**src/rtl/crrm_pkg.sv**
```systemverilog
package crrm_pkg;

  // Field widths
  localparam int LEN_W      = 17;
  localparam int OFF_W      = 16;
  localparam int TOT_W      = 32;
  localparam int MODE_W     = 3;
  localparam int IN_DATA_W  = 56;
  localparam int OUT_DATA_W = 120;
  localparam int OUT_USER_W = 2;

  // Operation codes carried on in_tuser
  typedef enum logic [MODE_W-1:0] {
    MODE_RESERVE   = 3'd0,
    MODE_LOOKAHEAD = 3'd1,
    MODE_STEP_BACK = 3'd2,
    MODE_RELEASE   = 3'd3,
    MODE_COMMIT    = 3'd4,
    MODE_FETCH     = 3'd5,
    MODE_CLEAR     = 3'd6
  } mode_t;

  // One request as it travels down the remainder pipeline
  typedef struct packed {
    mode_t            mode;
    logic [LEN_W-1:0] length;
    logic [LEN_W-1:0] next_length;
    logic [LEN_W-1:0] remain_length;
  } item_t;

  // One restoring remainder step: shift in a dividend bit, subtract the size if it fits
  function automatic logic [OFF_W-1:0] mod_step(input logic [OFF_W-1:0] r,
                                                input logic             b,
                                                input logic [LEN_W-1:0] s);
    logic [LEN_W-1:0] t;
    t = {r, b};
    if (t >= s) begin
      t = t - s;
    end
    return t[OFF_W-1:0];
  endfunction

  // Clamp a written ring size to [2, lim]
  function automatic logic [LEN_W-1:0] clamp_size(input logic [LEN_W-1:0] v,
                                                  input logic [LEN_W-1:0] lim);
    logic [LEN_W-1:0] r;
    r = v;
    if (r < LEN_W'(2)) begin
      r = LEN_W'(2);
    end
    if (r > lim) begin
      r = lim;
    end
    return r;
  endfunction

endpackage

```
**src/rtl/contiguous_ring_region_manager.sv**
```systemverilog
// Offset manager for a ring buffer that grants contiguous regions; it holds no
// data bytes. Each request passes an input register, five remainder stages
// that reduce length and remain_length modulo the ring size, and one state
// update that writes the output register. One request is taken every cycle
// unless the output stalls; the single state update sets the rate. A write
// on the cfg port sets the ring size (clamped to [2, MAX_SIZE] and at most
// 65536) and resets all offsets, the used count and the committed total.
module contiguous_ring_region_manager #(
  parameter int unsigned MAX_SIZE = 65536
) (
  input  logic                               clk,
  input  logic                               rst_n,
  input  logic                               in_tvalid,
  output logic                               in_tready,
  // length, next_length, remain_length, zero fill
  input  logic [crrm_pkg::IN_DATA_W-1:0]     in_tdata,
  // mode
  input  logic [crrm_pkg::MODE_W-1:0]        in_tuser,
  output logic                               out_tvalid,
  input  logic                               out_tready,
  // offset, read_length, copy_source, copy_length, used_now, committed_total, zero fill
  output logic [crrm_pkg::OUT_DATA_W-1:0]    out_tdata,
  // ok, copy_needed
  output logic [crrm_pkg::OUT_USER_W-1:0]    out_tuser,
  input  logic                               cfg_wen,
  input  logic [crrm_pkg::LEN_W-1:0]         cfg_wdata
);

  localparam int unsigned LIMIT = (MAX_SIZE < 65536) ? MAX_SIZE : 65536;
  localparam logic [crrm_pkg::LEN_W-1:0] SIZE_LIM = crrm_pkg::LEN_W'(LIMIT);
  localparam logic [crrm_pkg::OFF_W-1:0] LAST_RST = crrm_pkg::OFF_W'(LIMIT - 1);

  localparam int LW = crrm_pkg::LEN_W;
  localparam int OW = crrm_pkg::OFF_W;

  crrm_pkg::item_t in_item;
  crrm_pkg::item_t p_item;
  logic            p_valid;
  logic            p_ready;
  logic [OW-1:0]   p_lm;
  logic [OW-1:0]   p_rm;
  logic            fire;

  // Ring state
  logic [LW-1:0] s_r;
  logic [OW-1:0] e_r;
  logic [OW-1:0] wr_r, wr_nxt;
  logic [OW-1:0] rd_r, rd_nxt;
  logic [OW-1:0] wrap_r, wrap_nxt;
  logic [LW-1:0] used_r, used_nxt;
  logic [crrm_pkg::TOT_W-1:0] tot_r, tot_nxt;
  logic [LW-1:0] cfg_s;

  // Result
  logic          ok_nxt, cneed_nxt;
  logic [OW-1:0] off_nxt, csrc_nxt;
  logic [LW-1:0] rlen_nxt, clen_nxt;
  logic          out_valid_r;
  logic [crrm_pkg::OUT_DATA_W-1:0] out_data_r, out_data_nxt;
  logic [crrm_pkg::OUT_USER_W-1:0] out_user_r;

  // Unpack request
  always_comb begin
    in_item.mode          = crrm_pkg::mode_t'(in_tuser);
    in_item.length        = in_tdata[16:0];
    in_item.next_length   = in_tdata[33:17];
    in_item.remain_length = in_tdata[50:34];
  end

  crrm_mod_pipe u_mod (
    .clk        (clk),
    .rst_n      (rst_n),
    .s          (s_r),
    .in_valid   (in_tvalid),
    .in_ready   (in_tready),
    .in_item    (in_item),
    .out_valid  (p_valid),
    .out_ready  (p_ready),
    .out_item   (p_item),
    .out_len_mod(p_lm),
    .out_rem_mod(p_rm)
  );

  assign p_ready = !out_valid_r || out_tready;
  assign fire    = p_valid && p_ready;
  assign cfg_s   = crrm_pkg::clamp_size(cfg_wdata, SIZE_LIM);

  // Apply one request to the ring state
  always_comb begin
    logic [LW:0]   sum_u;
    logic [LW:0]   sum_ln;
    logic [LW+1:0] sum_uln;
    logic [OW-1:0] room_w;
    logic [LW:0]   t;
    logic [OW-1:0] a;
    logic [OW-1:0] rd0;
    logic [OW-1:0] wrap0;
    logic [LW-1:0] want;
    logic [OW-1:0] room_r;
    logic [OW-1:0] n;

    sum_u   = {1'b0, used_r} + {1'b0, p_item.length};
    sum_ln  = {1'b0, p_item.length} + {1'b0, p_item.next_length};
    sum_uln = (LW+2)'(used_r) + (LW+2)'(sum_ln);
    room_w  = e_r - wr_r;
    t       = (LW+1)'(wr_r) + (LW+1)'(p_item.length);
    a       = (t >= (LW+1)'(s_r)) ? OW'(t - (LW+1)'(s_r)) : OW'(t);
    rd0     = (rd_r == wrap_r) ? '0 : rd_r;
    wrap0   = (rd_r == wrap_r) ? e_r : wrap_r;
    want    = (used_r > p_item.length) ? p_item.length : used_r;
    room_r  = (wrap0 > rd0) ? wrap0 - rd0 : '0;
    n       = (LW'(room_r) >= want) ? OW'(want) : room_r;

    wr_nxt    = wr_r;
    rd_nxt    = rd_r;
    wrap_nxt  = wrap_r;
    used_nxt  = used_r;
    tot_nxt   = tot_r;
    ok_nxt    = 1'b0;
    off_nxt   = '0;
    rlen_nxt  = '0;
    cneed_nxt = 1'b0;
    csrc_nxt  = '0;
    clen_nxt  = '0;

    case (p_item.mode)
      crrm_pkg::MODE_RESERVE: begin
        if (sum_u <= (LW+1)'(s_r)) begin
          ok_nxt = 1'b1;
          if (LW'(room_w) >= p_item.length) begin
            off_nxt = wr_r;
            wr_nxt  = OW'(t);
          end else begin
            wrap_nxt = wr_r;
            wr_nxt   = p_lm;
          end
        end
      end
      crrm_pkg::MODE_LOOKAHEAD: begin
        if (sum_uln <= (LW+2)'(s_r)) begin
          ok_nxt = 1'b1;
          if ((LW+1)'(room_w) > sum_ln) begin
            wr_nxt = OW'(t);
          end else begin
            wrap_nxt  = wr_r;
            cneed_nxt = 1'b1;
            csrc_nxt  = (a >= p_rm) ? a - p_rm : OW'(LW'(a) + s_r - LW'(p_rm));
            clen_nxt  = p_item.remain_length;
            wr_nxt    = p_rm;
          end
          off_nxt = wr_nxt;
        end
      end
      crrm_pkg::MODE_STEP_BACK: begin
        used_nxt = (used_r > p_item.length) ? used_r - p_item.length : '0;
        wr_nxt   = (wr_r >= p_lm) ? wr_r - p_lm : OW'(LW'(wr_r) + s_r - LW'(p_lm));
        ok_nxt   = 1'b1;
        off_nxt  = wr_nxt;
      end
      crrm_pkg::MODE_RELEASE: begin
        used_nxt = (used_r > p_item.length) ? used_r - p_item.length : '0;
        ok_nxt   = 1'b1;
      end
      crrm_pkg::MODE_COMMIT: begin
        used_nxt = (sum_u > (LW+1)'(s_r)) ? s_r : LW'(sum_u);
        tot_nxt  = tot_r + crrm_pkg::TOT_W'(p_item.length);
        ok_nxt   = 1'b1;
      end
      crrm_pkg::MODE_FETCH: begin
        rd_nxt   = rd0;
        wrap_nxt = wrap0;
        if (used_r != '0) begin
          ok_nxt   = 1'b1;
          off_nxt  = rd0;
          rlen_nxt = LW'(n);
          rd_nxt   = rd0 + n;
        end
      end
      crrm_pkg::MODE_CLEAR: begin
        wr_nxt   = '0;
        rd_nxt   = '0;
        wrap_nxt = e_r;
        used_nxt = '0;
        tot_nxt  = '0;
        ok_nxt   = 1'b1;
      end
      default: begin
      end
    endcase

    out_data_nxt = {5'b0, tot_nxt, used_nxt, clen_nxt, csrc_nxt, rlen_nxt, off_nxt};
  end

  // Ring state registers; a size write resets all ring state
  always_ff @(posedge clk) begin
    if (!rst_n) begin
      s_r    <= SIZE_LIM;
      e_r    <= LAST_RST;
      wr_r   <= '0;
      rd_r   <= '0;
      wrap_r <= LAST_RST;
      used_r <= '0;
      tot_r  <= '0;
    end else if (cfg_wen) begin
      s_r    <= cfg_s;
      e_r    <= OW'(cfg_s - LW'(1));
      wr_r   <= '0;
      rd_r   <= '0;
      wrap_r <= OW'(cfg_s - LW'(1));
      used_r <= '0;
      tot_r  <= '0;
    end else if (fire) begin
      wr_r   <= wr_nxt;
      rd_r   <= rd_nxt;
      wrap_r <= wrap_nxt;
      used_r <= used_nxt;
      tot_r  <= tot_nxt;
    end
  end

  // Output register: hold until taken
  always_ff @(posedge clk) begin
    if (!rst_n) begin
      out_valid_r <= 1'b0;
    end else if (p_ready) begin
      out_valid_r <= p_valid;
    end
  end

  always_ff @(posedge clk) begin
    if (fire) begin
      out_data_r <= out_data_nxt;
      out_user_r <= {cneed_nxt, ok_nxt};
    end
  end

  assign out_tvalid = out_valid_r;
  assign out_tdata  = out_data_r;
  assign out_tuser  = out_user_r;

endmodule

```
**src/rtl/crrm_mod_pipe.sv**
```systemverilog
// Input register followed by a pipelined remainder unit that reduces length and
// remain_length modulo the ring size, four bits per stage.
module crrm_mod_pipe (
  input  logic                          clk,
  input  logic                          rst_n,
  input  logic [crrm_pkg::LEN_W-1:0]    s,
  input  logic                          in_valid,
  output logic                          in_ready,
  input  crrm_pkg::item_t               in_item,
  output logic                          out_valid,
  input  logic                          out_ready,
  output crrm_pkg::item_t               out_item,
  output logic [crrm_pkg::OFF_W-1:0]    out_len_mod,
  output logic [crrm_pkg::OFF_W-1:0]    out_rem_mod
);

  localparam int STEP = 4;
  localparam int NSTG = (crrm_pkg::LEN_W + STEP - 1) / STEP;
  localparam int PW   = NSTG * STEP;

  logic                       v_r   [0:NSTG];
  crrm_pkg::item_t            item_r[0:NSTG];
  logic [crrm_pkg::OFF_W-1:0] lr_r  [0:NSTG];
  logic [crrm_pkg::OFF_W-1:0] rr_r  [0:NSTG];
  logic [crrm_pkg::OFF_W-1:0] lr_nxt[1:NSTG];
  logic [crrm_pkg::OFF_W-1:0] rr_nxt[1:NSTG];
  logic                       take  [0:NSTG];

  // Stage can load when empty or when its content moves on
  always_comb begin
    take[NSTG] = !v_r[NSTG] || out_ready;
    for (int k = NSTG - 1; k >= 0; k--) begin
      take[k] = !v_r[k] || take[k+1];
    end
  end

  assign in_ready = take[0];

  // Valid bits
  always_ff @(posedge clk) begin
    if (!rst_n) begin
      for (int k = 0; k <= NSTG; k++) begin
        v_r[k] <= 1'b0;
      end
    end else begin
      if (take[0]) begin
        v_r[0] <= in_valid;
      end
      for (int k = 1; k <= NSTG; k++) begin
        if (take[k]) begin
          v_r[k] <= v_r[k-1];
        end
      end
    end
  end

  // Input register: partial remainders start at zero
  always_ff @(posedge clk) begin
    if (take[0] && in_valid) begin
      item_r[0] <= in_item;
      lr_r[0]   <= '0;
      rr_r[0]   <= '0;
    end
  end

  // Remainder stages, most significant dividend bits first
  for (genvar k = 1; k <= NSTG; k++) begin : g_stage
    logic [PW-1:0] lp;
    logic [PW-1:0] rp;

    always_comb begin
      lp        = PW'(item_r[k-1].length);
      rp        = PW'(item_r[k-1].remain_length);
      lr_nxt[k] = lr_r[k-1];
      rr_nxt[k] = rr_r[k-1];
      for (int i = 0; i < STEP; i++) begin
        lr_nxt[k] = crrm_pkg::mod_step(lr_nxt[k], lp[PW-1-(k-1)*STEP-i], s);
        rr_nxt[k] = crrm_pkg::mod_step(rr_nxt[k], rp[PW-1-(k-1)*STEP-i], s);
      end
    end

    always_ff @(posedge clk) begin
      if (take[k] && v_r[k-1]) begin
        item_r[k] <= item_r[k-1];
        lr_r[k]   <= lr_nxt[k];
        rr_r[k]   <= rr_nxt[k];
      end
    end
  end

  assign out_valid   = v_r[NSTG];
  assign out_item    = item_r[NSTG];
  assign out_len_mod = lr_r[NSTG];
  assign out_rem_mod = rr_r[NSTG];

endmodule

```
**config.mk**
```make
export PLATFORM = sky130hd
export DESIGN_NAME = contiguous_ring_region_manager
export DESIGN_NICKNAME = d
export VERILOG_FILES = /design/src/rtl/crrm_pkg.sv /design/src/rtl/contiguous_ring_region_manager.sv /design/src/rtl/crrm_mod_pipe.sv
export SDC_FILE = /design/constraint.sdc
export NUM_CORES = 2
export LEC_CHECK = 0
export BUFFER_PORTS_ARGS = -buffer_cell sky130_fd_sc_hd__buf_2
export CORE_ASPECT_RATIO = 1.25
export CORE_MARGIN = 1
export CORE_UTILIZATION = 40
export DETAILED_ROUTE_END_ITERATION = 10
export GPL_TIMING_DRIVEN = 1
export HOLD_SLACK_MARGIN = 0.1
export PLACE_DENSITY = 0.51
export SYNTH_ARGS = -nofsm -noshare
export SYNTH_HDL_FRONTEND = slang
export SYNTH_SLANG_ARGS = --single-unit
```
**constraint.sdc**
```tcl
create_clock -name clk -period 39.6 [get_ports clk]
set_input_delay 7.92 -clock clk [delete_from_list [all_inputs] [get_ports clk]]
set_output_delay 7.92 -clock clk [all_outputs]
set_load 0.03 [all_outputs]
```
After elaboration in Yosys (flattened, before gate mapping)
Memories as Yosys holds them, arrays and structs flattened. Index checks and enable logic that the tools add are counted.

Register bits: 248. Latch bits: 0. Bits in writable memories: 522. Memory bits (read-only): 0. Bits of input ports: 81. Output and inout bits: 124. Word-level logic and storage cells: 301. Memories: 4.

Add/subtract/negate cells: 57. Multipliers: 0. Divide/modulo/power cells: 0. Order comparisons: 53. Equal/unequal tests: 13. Shift-type cells: 0. Mux-type cells: 115. Bitwise operators: 9. Reductions and logical operators: 36.

Memory list: u_mod.item_r (depth 6, width 54, read ports 6, clocked after memory_dff 0, wr ports 6, RTL line crrm_mod_pipe.sv:22) `crrm_pkg::item_t item_r[0:NSTG];`; u_mod.lr_r (depth 6, width 16, read ports 6, clocked after memory_dff 0, wr ports 6, RTL line crrm_mod_pipe.sv:23) `logic [crrm_pkg::OFF_W-1:0] lr_r [0:NSTG];`; u_mod.rr_r (depth 6, width 16, read ports 6, clocked after memory_dff 0, wr ports 6, RTL line crrm_mod_pipe.sv:24) `logic [crrm_pkg::OFF_W-1:0] rr_r [0:NSTG];`; u_mod.v_r (depth 6, width 1, read ports 6, clocked after memory_dff 0, wr ports 6, RTL line crrm_mod_pipe.sv:21) `logic v_r [0:NSTG];`.

Operators with widths (number): $mux W16 (62); $sub A16 B16 Y16 (47); $ge A17 B17 Y1 (40); $pmux W16 S4 (3); $mux W17 (5); $pmux W32 S2 (1); $pmux W17 S3 (1); $add A16 B16 Y16 (3); $mux W1 (41); $add A17 B17 Y18 (2); $ge A16 B17 Y1 (2); $add A32 B17 Y32 (1); $ge A16 B16 Y1 (2); $pmux W16 S2 (1); $add A17 B18 Y19 (1); $le A19 B17 Y1 (1); $add A16 B17 Y18 (1); $ge A18 B17 Y1 (1); $gt A16 B18 Y1 (1); $gt A18 B17 Y1 (1); $le A18 B17 Y1 (1); $gt A17 B17 Y1 (1); $gt A17 B17 Y1 const B (1); $lt A17 B2 Y1 const B (1); 26 further kinds (62).

Longest topological paths before layout
Depth in word-level cells: 12. Mapped depth: 50. Gate-level depth less buffers: 44.

By module
From an unflattened synthesis, not the netlist that was laid out.

Cells, all modules: 8217. Area total of the unflattened synthesis: 73693.2 um2.

By module, submodules not included: crrm_mod_pipe (instances 1, cells each 5097, area each 48201.2 um2, seq. area each 14664.1 um2); contiguous_ring_region_manager (instances 1, cells each 3120, area each 25491.9 um2, seq. area each 6105.9 um2).

Worst setup path before layout
OpenSTA, ideal clock, no wires.

Path kind: input-to-output. Start point: input port out_tready. End point: output port in_tready. Arrival time: 8922 ps. Data required time: 31680 ps. Path slack: 22758 ps. Stages on the path: 5. Buffers on the path: 0. Cell sequence: nor2b_1 and3_1 and2_1 and3_1 nand2_1.

Longest elaborated chain between the ends: 7.

RTL lines: start: declaration (RTL line contiguous_ring_region_manager.sv:20) `input logic out_tready,`; $logic_or A1 B1 Y1 (RTL line contiguous_ring_region_manager.sv:84) `assign p_ready = !out_valid_r || out_tready;`; $logic_or A1 B1 Y1 (RTL line crrm_mod_pipe.sv:31) `take[NSTG] = !v_r[NSTG] || out_ready;`; $logic_or A1 B1 Y1 (5 in a row) (RTL line crrm_mod_pipe.sv:33) `take[k] = !v_r[k] || take[k+1];`; end: declaration (RTL line contiguous_ring_region_manager.sv:14) `output logic in_tready,`.

Every way passes these cells.

Final worst setup path
Same ends and word-level chain as after synthesis.

==> reports/metrics.cfg <==
[synthesis]
ys_ff_latch=737
synth_cells=7910
ys.warnings.count=0
synthFlopType=edfxtp_1
netlist_area_um2=72700
synth_seq_area_share_pct=28.6
async_flop_share_pct=0
synthDistinctLibCells=94
syn_area_per_cell_um2=9.19
synth_edf_count=601

[setup_path]
critPathMaxStageDelay_ns=0.35
cp_slowest_cell=nor2b_1
required_ns=31.68
cp-end-kind=output pin
critPathArrivalTime_ns=9.64
crit_chain=buf_2 > nor2b_1 > and3_1 > and2_1 > and3_1 > nand2_1 > buf_2
r2r_setup_slack_ns=25.43
path_class=primary input to output pin
crit_fanout=5
critPathLaunch=out_tready
r2r_start=s_r[6]$_SDFFE_PN0P_
startpoint_type=primary input

[grt]
grt_max_degree=96
grt_pass1_wl_mm=367
globalRouteOverflowTotal=0
antenna_found_initial=9
grt_usage_pct=26.1
grt_pass1_vias=59865

[clock_network]
clockBufferDepth=3
clk_latency_ns=0.74
cts_tree=done
post_cts_resized=0
cts_root_buffer=clkbuf_16
cts_max_level=3
cts_sinks=737
postCtsHoldBufs=0
cts_made_buffers=87
clkSlewWorstSetupHoldPaths_ns=0.06
postCtsSetupBuffers=0

[route]
via_per_inst=5.86
wl_per_cell_um=23.3
drc=46
dr.pass1.iters=11
wirelength_mm=246
vias=61803
first_iter_violations=4148
ant_nets=0

[min_path]
worstHoldPathType=flop to flop
min-delay-start=u_mod.item_r[3][11]$_DFFE_PP_

[die]
dieArea_um2=183000
die_y_um=479
coreArea_um2=180000
rows=174
ioPinCount=205
die_x_um=383
initial_core_util_pct=40.4

[cells_and_area]
final_cell_mix=ha_1 (905), a21oi_1 (626), nor2_1 (611)
nets=9165
layout_commonest_cell=ha_1
finalNonFillerCells=10553
final_layout_size_suffix_gt1_share_pct=12.1
fillers=17469
areaGrowthSynthToFinish_pct=9.96
final_util_pct=44.4

[timing]
finalHoldViolations=0
max_freq_ghz=0.0569
worstMarginPinSlew_ns=1.27
hold_ws_ns=0.408
rsz0062_at_grt=false
period_share_pct=44.3
setup_violations=0
worst_clock_skew_ns=0.0595
slew_headroom_pct=15.1
fin_crit_ns=17.56
slew_violations=0
fin_setup_tns_ns=0

[outcome]
status=finished, violations left
violations=design-rule violations

[placed_design]
placed_cells=10390
io_buffer_count=193
hpwlAfterDp_mm=188
gp_congestion=0.938

[flow_run]
cap_violations=0

## worst max-delay path: cells and delay by family
kind | cells | cell delay [ns]
buffers and inverters | 2 | 0.27
AND/OR/NAND/NOR | 5 | 1.43
## layer usage
layer	up-vias	track usage, %	routed length (um)
met5	-	0	9
met1	29734	33.5	107000
met3	436	2.34	11200
met2	1648	44.7	117000
li1	29983	-	-
met4	2	10.7	10500
## final timing paths
kind	endpoint	cells after the start
setup / recovery	in_tready	7
hold / removal	u_mod.item_r[4][11]$_DFFE_PP_	0
hold reg to reg	u_mod.item_r[4][11]$_DFFE_PP_	0
setup reg to reg	u_mod.lr_r[5][3]$_DFFE_PP_	38
## stage by stage
| step | instance area [um2] | setup WS (ns) |
|---|---|---|
| final | 79900 | 22.04 |
| after global routing | 79900 | 21.93 |
| after CTS | 79900 | 22.03 |
| after detailed placement | 76900 | 22.03 |
| after global placement | 76900 | 22.03 |
| after floorplan | 72700 | 22.76 |
## cell usage after synthesis (all sizes together), types with 27 or more instances
master,number,share of area (%)
a211o,30,0.36
a211oi,86,0.90
a21o,242,2.5
a21oi,629,4.3
a221oi,29,0.36
a22oi,37,0.38
a31o,27,0.33
a31oi,62,0.53
and2,91,0.78
and3,47,0.40
buf,35,0.25
clkbuf,174,0.90
dfxtp,136,3.7
edfxtp,601,25
fa,76,2.1
ha,905,16
inv,422,2.2
mux2,406,6.3
mux2i,126,1.7
nand2,475,2.5
nand2b,90,0.77
nand3,146,1.0
nand4,127,1.1
nor2,613,3.2
nor2b,122,1.1
nor3,177,1.2
nor4,68,0.59
o211ai,62,0.64
o21a,156,1.6
o21ai,436,3.0
o21bai,83,0.86
o31a,36,0.43
o31ai,50,0.52
or2,40,0.34
or3,65,0.56
xnor2,427,5.1
xor2,225,2.7
## layout make-up
cell class              count  area [um2]  share of cell area, %
clock inverters            57         727                  0.910
multi-input cells        6546       49600                   62.1
repair buffers            308        1890                   2.37
inverters                 423        1610                   2.01
diodes                      3        7.51                0.00939
flip-flops and latches    737       20800                   26.0
well taps                2376        2970                   3.72
clock buffers             103        2290                   2.86
## kinds of logic (layout without fill, tap and decap cells)
logic type               after synthesis  after routing  synth area share (%)
adder cells (fa/ha/maj)              981            981                  17.7
buffers and inverters                632            891                  3.33
XOR/XNOR                             653            653                  7.89
AO/OA/AOI/OAI                       2220           2220                  20.0
AND/OR/NAND/NOR                     2154           2154                  14.5
flip-flops                           737            737                  28.6
multiplexers                         532            532                  8.03
other                                  1              9               0.00516
## sequential cells by signal (all words and copies together), names as in the netlist
signal        cells
wr_r             16
tot_r            32
out_tdata       114
e_r              16
u_mod.lr_r       80
u_mod.v_r         6
s_r              17
used_r           17
u_mod.item_r    324
u_mod.rr_r       80
out_tvalid        1
rd_r             16
wrap_r           16
out_tuser         2
Power is left out: the tool's default activity adds up to more than one toggle a clock period on the data nets, which glitch-free logic cannot reach.
